==> src/rtl/core/mlkm_pkg.sv <==
// ----------------------------------------------------------------------------
// mlkm_pkg
// Shared types, key codes and the keypad-to-pad remap for the modifier and
// layer key mapper.
// ----------------------------------------------------------------------------
package mlkm_pkg;

  // Field widths
  localparam int unsigned DevW    = 8;
  localparam int unsigned KeyW    = 8;
  localparam int unsigned BankW   = 2;
  localparam int unsigned OctW    = 3;
  localparam int unsigned EffKeyW = 9;
  localparam int unsigned NumBanks = 4;

  // Stream data widths, padded to whole bytes
  localparam int unsigned InDataW  = 24;
  localparam int unsigned OutDataW = 40;

  // Special key codes
  localparam logic [KeyW-1:0] KeyTab    = 8'h09;
  localparam logic [KeyW-1:0] KeyShift  = 8'h10;
  localparam logic [KeyW-1:0] KeyCaps   = 8'h14;
  localparam logic [KeyW-1:0] KeyLShift = 8'hA0;
  localparam logic [KeyW-1:0] KeyRShift = 8'hA1;
  localparam logic [KeyW-1:0] KeyOne    = 8'h31;
  localparam logic [KeyW-1:0] KeyFive   = 8'h35;

  // Octave offset of key '3' (center)
  localparam logic [OctW-1:0] OctCenter = 3'd3;

  typedef logic signed [OctW-1:0] octave_t;
  typedef logic [BankW-1:0]       bank_t;

  // One result item
  typedef struct packed {
    logic                 state_changed;
    logic [EffKeyW-1:0]   effective_key;
    octave_t              octave;
    bank_t                active_bank;
    logic                 trigger;
    logic                 pressed;
    logic [KeyW-1:0]      raw_key;
    logic [DevW-1:0]      device_out;
  } result_t;

  // One input item
  typedef struct packed {
    logic            key_down;
    logic [KeyW-1:0] key_code;
    logic [DevW-1:0] device_id;
  } event_t;

  // Numeric keypad codes to pad codes 0x101..0x110, others pass through
  function automatic logic [EffKeyW-1:0] remap_pad(input logic [KeyW-1:0] code);
    logic [EffKeyW-1:0] res;
    res = {1'b0, code};
    case (code)
      8'h67:   res = 9'h101;
      8'h68:   res = 9'h102;
      8'h69:   res = 9'h103;
      8'h64:   res = 9'h104;
      8'h65:   res = 9'h105;
      8'h66:   res = 9'h106;
      8'h61:   res = 9'h107;
      8'h62:   res = 9'h108;
      8'h63:   res = 9'h109;
      8'h60:   res = 9'h10A;
      8'h6E:   res = 9'h10B;
      8'h0D:   res = 9'h10C;
      8'h6B:   res = 9'h10D;
      8'h6D:   res = 9'h10E;
      8'h6A:   res = 9'h10F;
      8'h6F:   res = 9'h110;
      default: res = {1'b0, code};
    endcase
    return res;
  endfunction

endpackage

==> src/rtl/core/modifier_layer_key_mapper.sv <==
// ----------------------------------------------------------------------------
// modifier_layer_key_mapper
// Key event mapper: shift/caps/tab modifiers, four banks with octave offsets,
// optional keypad-to-pad remap.
// ----------------------------------------------------------------------------
// One key event per clock in and one result per event out, while the sink
// keeps up. An accepted event is held in the input register; once the output
// register is free or being emptied, the modifier and octave state is updated
// and the result lands in the output register in the same cycle. The
// sustained rate with a ready sink is one event per cycle, set by the
// read-modify-write of the modifier state, and the output register holds a
// result while the sink stalls. The input side keeps taking events while the
// input register is empty or the output register is free or being emptied.
// The numpad_mode register is written through the cfg channel, always ready.
module modifier_layer_key_mapper (
  input  logic                           clk_i,
  input  logic                           rst_ni,
  // Configuration write
  input  logic                           cfg_valid_i,
  output logic                           cfg_ready_o,
  input  logic                           cfg_data_i,     // numpad_mode
  // Event stream in
  input  logic                           s_axis_tvalid,
  output logic                           s_axis_tready,
  // [7:0] device_id, [15:8] key_code, [16] key_down, [23:17] zero
  input  logic [mlkm_pkg::InDataW-1:0]   s_axis_tdata,
  // Result stream out
  output logic                           m_axis_tvalid,
  input  logic                           m_axis_tready,
  // [7:0] device_out, [15:8] raw_key, [16] pressed, [17] trigger,
  // [19:18] active_bank, [22:20] octave, [31:23] effective_key,
  // [32] state_changed, [39:33] zero
  output logic [mlkm_pkg::OutDataW-1:0]  m_axis_tdata
);

  localparam int unsigned EvW  = $bits(mlkm_pkg::event_t);
  localparam int unsigned ResW = $bits(mlkm_pkg::result_t);

  logic                 numpad_q;
  logic                 shift_q, shift_d;
  logic                 caps_q, caps_d;
  logic                 tab_q, tab_d;
  mlkm_pkg::octave_t    oct_q [mlkm_pkg::NumBanks];
  mlkm_pkg::octave_t    oct_wr;
  logic                 oct_we;

  logic                 in_vld_q;
  mlkm_pkg::event_t     in_q;
  logic                 out_vld_q;
  mlkm_pkg::result_t    out_q, out_d;

  logic                 adv;
  logic                 take_in;
  logic                 is_shift, is_caps, is_tab, is_digit;
  mlkm_pkg::bank_t      bank_old, bank_new;

  // Handshake: stage advances when the output register is free or draining
  assign adv           = !out_vld_q || m_axis_tready;
  assign s_axis_tready = !in_vld_q || adv;
  assign take_in       = s_axis_tvalid && s_axis_tready;
  assign cfg_ready_o   = 1'b1;

  // Configuration register
  always_ff @(posedge clk_i or negedge rst_ni) begin
    if (!rst_ni) begin
      numpad_q <= 1'b0;
    end else if (cfg_valid_i) begin
      numpad_q <= cfg_data_i;
    end
  end

  // Input register
  always_ff @(posedge clk_i or negedge rst_ni) begin
    if (!rst_ni) begin
      in_vld_q <= 1'b0;
    end else if (s_axis_tready) begin
      in_vld_q <= s_axis_tvalid;
    end
  end

  always_ff @(posedge clk_i) begin
    if (take_in) begin
      in_q <= mlkm_pkg::event_t'(s_axis_tdata[EvW-1:0]);
    end
  end

  // Event decode and state update
  always_comb begin
    is_shift = (in_q.key_code == mlkm_pkg::KeyShift) ||
               (in_q.key_code == mlkm_pkg::KeyLShift) ||
               (in_q.key_code == mlkm_pkg::KeyRShift);
    is_caps  = in_q.key_code == mlkm_pkg::KeyCaps;
    is_tab   = in_q.key_code == mlkm_pkg::KeyTab;
    is_digit = (in_q.key_code >= mlkm_pkg::KeyOne) &&
               (in_q.key_code <= mlkm_pkg::KeyFive);

    shift_d  = shift_q;
    caps_d   = caps_q;
    tab_d    = tab_q;
    bank_old = {caps_q, shift_q};
    oct_wr   = mlkm_pkg::octave_t'(in_q.key_code[2:0] - mlkm_pkg::OctCenter);
    oct_we   = 1'b0;

    out_d               = '0;
    out_d.device_out    = in_q.device_id;
    out_d.raw_key       = in_q.key_code;
    out_d.pressed       = in_q.key_down;

    if (is_shift) begin
      shift_d             = in_q.key_down;
      out_d.state_changed = shift_q != in_q.key_down;
    end else if (is_caps) begin
      if (in_q.key_down) begin
        caps_d              = !caps_q;
        out_d.state_changed = 1'b1;
      end
    end else if (is_tab) begin
      tab_d = in_q.key_down;
    end else if (tab_q) begin
      // Tab held: digit presses set the octave of the active bank
      if (in_q.key_down && is_digit) begin
        oct_we              = 1'b1;
        out_d.state_changed = oct_q[bank_old] != oct_wr;
      end
    end else begin
      out_d.trigger       = 1'b1;
      out_d.effective_key = numpad_q ? mlkm_pkg::remap_pad(in_q.key_code)
                                     : {1'b0, in_q.key_code};
    end

    bank_new          = {caps_d, shift_d};
    out_d.active_bank = bank_new;
    out_d.octave      = oct_we ? oct_wr : oct_q[bank_new];
  end

  // Modifier and octave state, updated as the result is registered
  always_ff @(posedge clk_i or negedge rst_ni) begin
    if (!rst_ni) begin
      shift_q <= 1'b0;
      caps_q  <= 1'b0;
      tab_q   <= 1'b0;
      for (int i = 0; i < mlkm_pkg::NumBanks; i++) begin
        oct_q[i] <= '0;
      end
    end else if (in_vld_q && adv) begin
      shift_q <= shift_d;
      caps_q  <= caps_d;
      tab_q   <= tab_d;
      if (oct_we) begin
        oct_q[bank_old] <= oct_wr;
      end
    end
  end

  // Output register
  always_ff @(posedge clk_i or negedge rst_ni) begin
    if (!rst_ni) begin
      out_vld_q <= 1'b0;
    end else if (adv) begin
      out_vld_q <= in_vld_q;
    end
  end

  always_ff @(posedge clk_i) begin
    if (in_vld_q && adv) begin
      out_q <= out_d;
    end
  end

  assign m_axis_tvalid = out_vld_q;
  assign m_axis_tdata  = {{(mlkm_pkg::OutDataW-ResW){1'b0}}, out_q};

  // Checks
  a_trig_no_change: assert property (@(posedge clk_i) disable iff (!rst_ni)
    (m_axis_tvalid && out_q.trigger) |-> !out_q.state_changed)
    else $error("trigger result flags a state change");

  a_idle_key_zero: assert property (@(posedge clk_i) disable iff (!rst_ni)
    (m_axis_tvalid && !out_q.trigger) |-> (out_q.effective_key == '0))
    else $error("non-trigger result carries a key");

  a_bank_match: assert property (@(posedge clk_i) disable iff (!rst_ni)
    m_axis_tvalid |-> (out_q.active_bank == {caps_q, shift_q}))
    else $error("reported bank disagrees with modifier state");

  a_oct_match: assert property (@(posedge clk_i) disable iff (!rst_ni)
    m_axis_tvalid |-> (out_q.octave == oct_q[{caps_q, shift_q}]))
    else $error("reported octave disagrees with bank state");

endmodule
==> config.mk <==
export PLATFORM = sky130hd
export DESIGN_NAME = modifier_layer_key_mapper
export DESIGN_NICKNAME = d
export VERILOG_FILES = /design/src/rtl/core/mlkm_pkg.sv /design/src/rtl/core/modifier_layer_key_mapper.sv
export SDC_FILE = /design/constraint.sdc
export NUM_CORES = 1
export LEC_CHECK = 0
export BUFFER_PORTS_ARGS = -buffer_cell sky130_fd_sc_hd__buf_4
export CORE_MARGIN = 10
export CORE_UTILIZATION = 50
export DETAILED_ROUTE_END_ITERATION = 8
export GPL_ROUTABILITY_DRIVEN = 0
export PLACE_DENSITY = 0.77
export RECOVER_POWER = 50
export REMOVE_ABC_BUFFERS = 1
export SYNTH_ARGS = -nofsm -noshare
export SYNTH_HDL_FRONTEND = slang
export SYNTH_SLANG_ARGS = --single-unit
==> constraint.sdc <==
create_clock -name clk_i -period 3.3 [get_ports clk_i]
set_input_delay 0.33 -clock clk_i [delete_from_list [all_inputs] [get_ports clk_i]]
set_output_delay 0.33 -clock clk_i [all_outputs]
set_load 0.01 [all_outputs]
==> results.json, run 1 <==
{
  "status": "finished, final reports clean",
  "synth_cells": 241,
  "finalSetupViolCount": 0,
  "final_cell_mix": "edfxtp_1 (50), clkbuf_1 (31), dfrtp_1 (18)",
  "ctsHoldBuffers": 1,
  "yosys.area_share.simple_pct": 13.3,
  "row_count": 29,
  "synth-edff-count": 50,
  "hpwl_um": 4570,
  "ir_worst_vdd_mv": 0.409,
  "vias": 2048,
  "r2r_slack_ns": 0.55,
  "wl_per_cell_um": 16.0,
  "fin_crit_ns": 2.75,
  "synthMuxAreaShare_pct": 8.25,
  "area_growth_pct": 17.0,
  "arrival_ns": 2.88,
  "fin_util_pct": 59.6,
  "final_common_cell": "edfxtp_1",
  "wirelength_um": 6120,
  "leakage_uw": 0.00149,
  "synth_xor_area_share_pct": 1.64,
  "ys_seq_area_share_pct": 61.0,
  "r2r_cells": 7,
  "yosysUniqueCellTypes": 47,
  "worstSetupStartpointType": "flop",
  "post-route-period-util_pct": 83.3,
  "hold_viol_final": 0,
  "numCtsBuffers": 9,
  "wl_met1_um": 2720,
  "fmax_mhz": 364,
  "antenna_found_initial": 0,
  "final_antenna_net_count": 0,
  "place.port_buffers": 57,
  "tightest_slew_ns": 1.01,
  "ios": 73,
  "grt_pass1_vias": 2004,
  "synthesis.area_um2": 3200,
  "met3_length_um": 482,
  "final_area_um2": 3740,
  "gr-total-overflow": 0,
  "endpoint": "m_axis_tdata[20]",
  "cts_setup_buffers": 0,
  "core_area_um2": 6280,
  "relSlewSlack_pct": 33.0,
  "rsz0062_at_grt": "no",
  "drc_errors": 0,
  "synth-async-reset-ratio_pct": 26.5,
  "clock_latency_ns": 0.35,
  "skew_ns": 0.00892,
  "ctsResizeCount": 0,
  "crit_start": "in_q[8]",
  "rr_endpoint": "m_axis_tdata[20]",
  "diodes": 0,
  "dr_wl_met2_um": 2790,
  "drt_iter0_markers": 106,
  "clockBufferDepth": 2,
  "grt_max_degree": 23,
  "synth_top_family_by_area": "simple AND/OR/NAND/NOR gates",
  "clkTransAtPathRegs_ns": 0.08,
  "setup-tns-final_ns": 0,
  "path_max_fanout": 8,
  "dieArea_um2": 10000,
  "maxUsedRoutingLayer": "met4",
  "die_h_um": 100,
  "die_w_um": 100,
  "first_pass_iters": 4,
  "vias_per_cell": 5.35,
  "start_util_pct": 51.0,
  "drive_above_1_share_pct": 22.5,
  "synthFlopType": "edfxtp_1",
  "maxCapViolations": 0,
  "synth_fa_ha_area_share_pct": 1.96,
  "track_usage_pct": 12.2,
  "dpl_cell_area_um2": 3640,
  "cp-end-kind": "flop",
  "yosys_register_bits": 68,
  "cts_num_sinks": 68,
  "cellPowerDensity_nw_per_um2": 521,
  "cts_tree": "yes",
  "critPathKind": "flop to flop",
  "worstPathRequired_ns": 3.44,
  "r2r-start": "in_q[8]",
  "clock-root-buffer": "clkbuf_8",
  "hp-class": "input port to flop",
  "ys_warn_count": 0,
  "synth_compound_area_share_pct": 8.84,
  "grt_first_pass_wirelength_um": 9760,
  "h-tree-depth": 3,
  "fin_nets": 336,
  "slew_violations": 0,
  "avgSynthCellArea_um2": 13.3
}
## flip-flops by register name, summed over array words and instances (netlist names)
signal	count
m_axis_tdata	33
in_q	17
oct_q	12
caps_q	1
in_vld_q	1
m_axis_tvalid	1
numpad_q	1
shift_q	1
tab_q	1
## Yosys cell counts (3+ instances only)
master | n | area, µm²
a21o_1 | 4 | 30.0
o31ai_1 | 3 | 22.5
a211oi_1 | 7 | 52.6
mux2_2 | 13 | 146
mux2i_1 | 5 | 50.1
inv_1 | 11 | 41.3
ha_1 | 5 | 62.6
dfrtp_1 | 18 | 450
nand3_1 | 4 | 20.0
and3b_1 | 4 | 35.0
and4bb_2 | 3 | 37.5
edfxtp_1 | 50 | 1500
and3_1 | 3 | 18.8
clkbuf_1 | 5 | 18.8
a21oi_1 | 8 | 40.0
buf_6 | 3 | 33.8
nor2b_1 | 4 | 25.0
xnor2_1 | 5 | 43.8
buf_4 | 8 | 60.1
o21ai_0 | 9 | 45.0
nor2_1 | 13 | 48.8
nand2b_1 | 7 | 43.8
nand2_1 | 14 | 52.6
mux4_2 | 3 | 67.6
and2_1 | 5 | 31.3
## layout make-up
class | count | area (µm²)
Fill cell | 531 | 2530
Sequential cell | 68 | 1950
Multi-Input combinational cell | 152 | 1120
Timing Repair Buffer | 59 | 329
Clock buffer | 9 | 124
Tap cell | 77 | 96.3
Clock inverter | 7 | 83.8
Inverter | 11 | 41.3
## how the worst min path moves through the flow
| stage | to | slack [ns] | depth (start not counted) | startpoint |
|---|---|---|---|---|
| after floorplan | caps_q | 0.03 | 0 | rst_ni |
| after global placement | oct_q[9] | 0.22 | 1 | rst_ni |
| after detailed placement | oct_q[3] | 0.22 | 1 | rst_ni |
| after CTS | in_q[4] | 0.13 | 1 | s_axis_tdata[4] |
| after global routing | in_q[15] | 0.16 | 1 | s_axis_tdata[15] |
| final | in_q[1] | 0.17 | 1 | s_axis_tdata[1] |
## kinds of logic (layout without fill, tap and decap cells)
kind of cell	after synthesis	after routing
simple gates	71	71
compound gates	41	41
fa+ha+maj	5	5
buf+inv	27	86
flops	68	68
mux	21	21
xor+xnor	6	6
other cells	2	8
## worst max-delay path: stages (launching register included)
cell and delay (ns):
edfxtp_1 0.52, inv_1 0.29, ha_1 0.29, and4bb_1 0.23, o211a_4 0.18, mux2i_1 0.60
a211oi_1 0.09, o31ai_1 0.34
## report_power, final
group	internal [µW]	total (µW)	leakage [µW]	switching, µW
Clock	361	702	0.000102	341
Combinational	88.6	213	0.000666	124
Sequential	991	1030	0.000718	42.8
Total	1440	1950	0.00149	508
## layer usage
| layer | GRT usage, % | vias up |
|---|---|---|
| met4 | 6.41 | 0 |
| met3 | 5.15 | 10 |
| met2 | 17.4 | 72 |
| met5 | 0 | - |
| met1 | 15.3 | 970 |
| li1 | - | 996 |
## metrics by stage
stage	worst slack [ns]	cells	hold WS [ns]	total power, µW
after floorplan	1.16	231	0.0344	1170
after global placement	0.622	366	0.217	1290
after detailed placement	0.580	366	0.221	1290
after CTS	0.564	383	0.132	2000
after global routing	0.387	383	0.156	2030
final	0.553	383	0.174	1950
(Power assumes the default switching activity.)
==> run 2: changes to the inputs <==
- CORE_UTILIZATION: 50 -> 48
- clock period: 3.3 -> 2.35 ns (I/O delays scaled with it)
==> run 2 against run 1 <==
Against the previous run: die area grew 3.3%; global-route usage increased by 1.1 points; combinational power rose by 63%; register-to-register slack worse by 0.44 ns; sequential power increased by 40%; utilization rose by 0.52 points; design area up 3.2%; clock power up 39%; critical path depth is 1 higher; first-iteration DRC count rose by 25%; flip-flop and latch count stayed put; sequential share of layout area fell by 1.6 points; critical endpoint unchanged.
==> results.json, run 2 (synthesized netlist as in run 1, its figures left out) <==
{
  "critPathKind": "flop to flop",
  "hpwl_um": 4900,
  "cp-end-kind": "flop",
  "clock_latency_ns": 0.35,
  "drc_errors": 0,
  "post-route-period-util_pct": 95.2,
  "arrival_ns": 2.37,
  "r2r-start": "in_q[8]",
  "cts_num_sinks": 68,
  "fin_nets": 354,
  "place.port_buffers": 57,
  "relSlewSlack_pct": 32.4,
  "clockBufferDepth": 2,
  "ir_worst_vdd_mv": 0.533,
  "drive_above_1_share_pct": 25.9,
  "h-tree-depth": 3,
  "largest_reg_flops": 33,
  "maxCapViolations": 0,
  "clock-root-buffer": "clkbuf_8",
  "status": "finished, final reports clean",
  "slew_violations": 0,
  "crit_start": "in_q[8]",
  "grt_use_met2_pct": 19.4,
  "wl_per_cell_um": 16.4,
  "grt_max_degree": 34,
  "numCtsBuffers": 9,
  "finalNonFillerCells": 401,
  "dp.cells": 384,
  "drt_iter0_markers": 132,
  "vias_per_cell": 5.30,
  "path_max_fanout": 8,
  "fmax_mhz": 447,
  "finalSetupViolCount": 0,
  "met1_usage_pct": 16.9,
  "hp-start": "s_axis_tdata[7]",
  "hp-class": "input port to flop",
  "grt.busiest_layer": "met2",
  "start_util_pct": 49.8,
  "worstPathRequired_ns": 2.48,
  "hold_depth": 1,
  "grt_first_pass_wirelength_um": 10700,
  "multi_input_area_um2": 1120,
  "final_common_cell": "edfxtp_1",
  "dieArea_um2": 10300,
  "worstSetupStartpointType": "flop",
  "ios": 73,
  "clkTransAtPathRegs_ns": 0.08,
  "track_usage_pct": 13.3,
  "slowest_delay_ns": 0.40,
  "r2r_slack_ns": 0.11,
  "area_growth_pct": 20.7,
  "fillers": 537,
  "leakage_uw": 0.00156,
  "cts_tree": "yes",
  "core_area_um2": 6420,
  "first_pass_iters": 4,
  "tightest_slew_ns": 1.01,
  "vias": 2125,
  "hold_viol_final": 0,
  "cpMaxStageDelayCell": "edfxtp_1",
  "die_w_um": 102,
  "cp_top_family": "compound AO/OA/AOI/OAI gates",
  "cellPowerDensity_nw_per_um2": 717,
  "setup-tns-final_ns": 0,
  "hold_end": "in_q[7]",
  "fin_crit_ns": 2.24,
  "regArea_um2": 1950,
  "rr_endpoint": "m_axis_tdata[20]",
  "die_h_um": 102,
  "wirelength_um": 6580,
  "r2r_cells": 8,
  "skew_ns": 0.0115,
  "diodes": 0,
  "row_count": 29,
  "holdWs_ns": 0.0758,
  "grt_pass1_vias": 2153,
  "final_cell_mix": "edfxtp_1 (50), clkbuf_1 (35), buf_4 (24)",
  "final_antenna_net_count": 0,
  "rsz0062_at_grt": "no",
  "antenna_found_initial": 0,
  "crit_chain": "inv_1, ha_1, and4bb_1, o211a_4, mux2i_1, buf_4, and3_1, o31ai_1",
  "use_met3_pct": 4.97,
  "path_buf_inv": 2,
  "gr-total-overflow": 0
}
-- run 2: final cells by class --
| cell class | count | area share [%] |
|---|---|---|
| Timing Repair Buffer | 77 | 11.6 |
| Multi-Input combinational cell | 152 | 29.0 |
| Inverter | 11 | 1.07 |
| Tap cell | 77 | 2.49 |
| Sequential cell | 68 | 50.5 |
| Clock inverter | 7 | 2.11 |
| Clock buffer | 9 | 3.21 |
-- run 2: worst max-delay path by stage --
| stage | to | slack [ns] | cells past startpoint |
|---|---|---|---|
| floorplan | m_axis_tdata[20] | 0.21 | 7 |
| global placement | m_axis_tdata[20] | 0.17 | 7 |
| detailed placement | m_axis_tdata[20] | 0.16 | 7 |
| CTS | m_axis_tdata[20] | 0.15 | 7 |
| global route | m_axis_tdata[20] | 0.02 | 8 |
| finish | m_axis_tdata[20] | 0.11 | 8 |
-- run 2: layer usage --
layer  share of wire (%)  routed length [µm]
met1                  44                2920
met2                  48                3140
met3                 6.3                 412
met4                 1.8                 117
met5                   0                   0
-- run 2: timing repair --
action	in CTS	in global routing
endpoints found under the hold margin	18	0
gates resized for setup	0	2
hold buffers	1	0
setup endpoints to repair	0	3
buffers inserted	0	0
-- run 2: report_power, final --
group          total (µW)  internal, µW  switching (µW)
Clock                 978           504             474
Sequential           1440          1390            51.5
Combinational         347           149             198
-- run 2: metrics by stage --
stage	area, µm²	worst slack, ns	util, %	total power (µW)
detailed placement	3780	0.165	58.8	1860
global placement	3780	0.166	58.8	1840
finish	3860	0.114	60.1	2770
global route	3860	0.0189	60.1	2900
CTS	3990	0.146	62.1	2840
floorplan	3110	0.213	-	1650
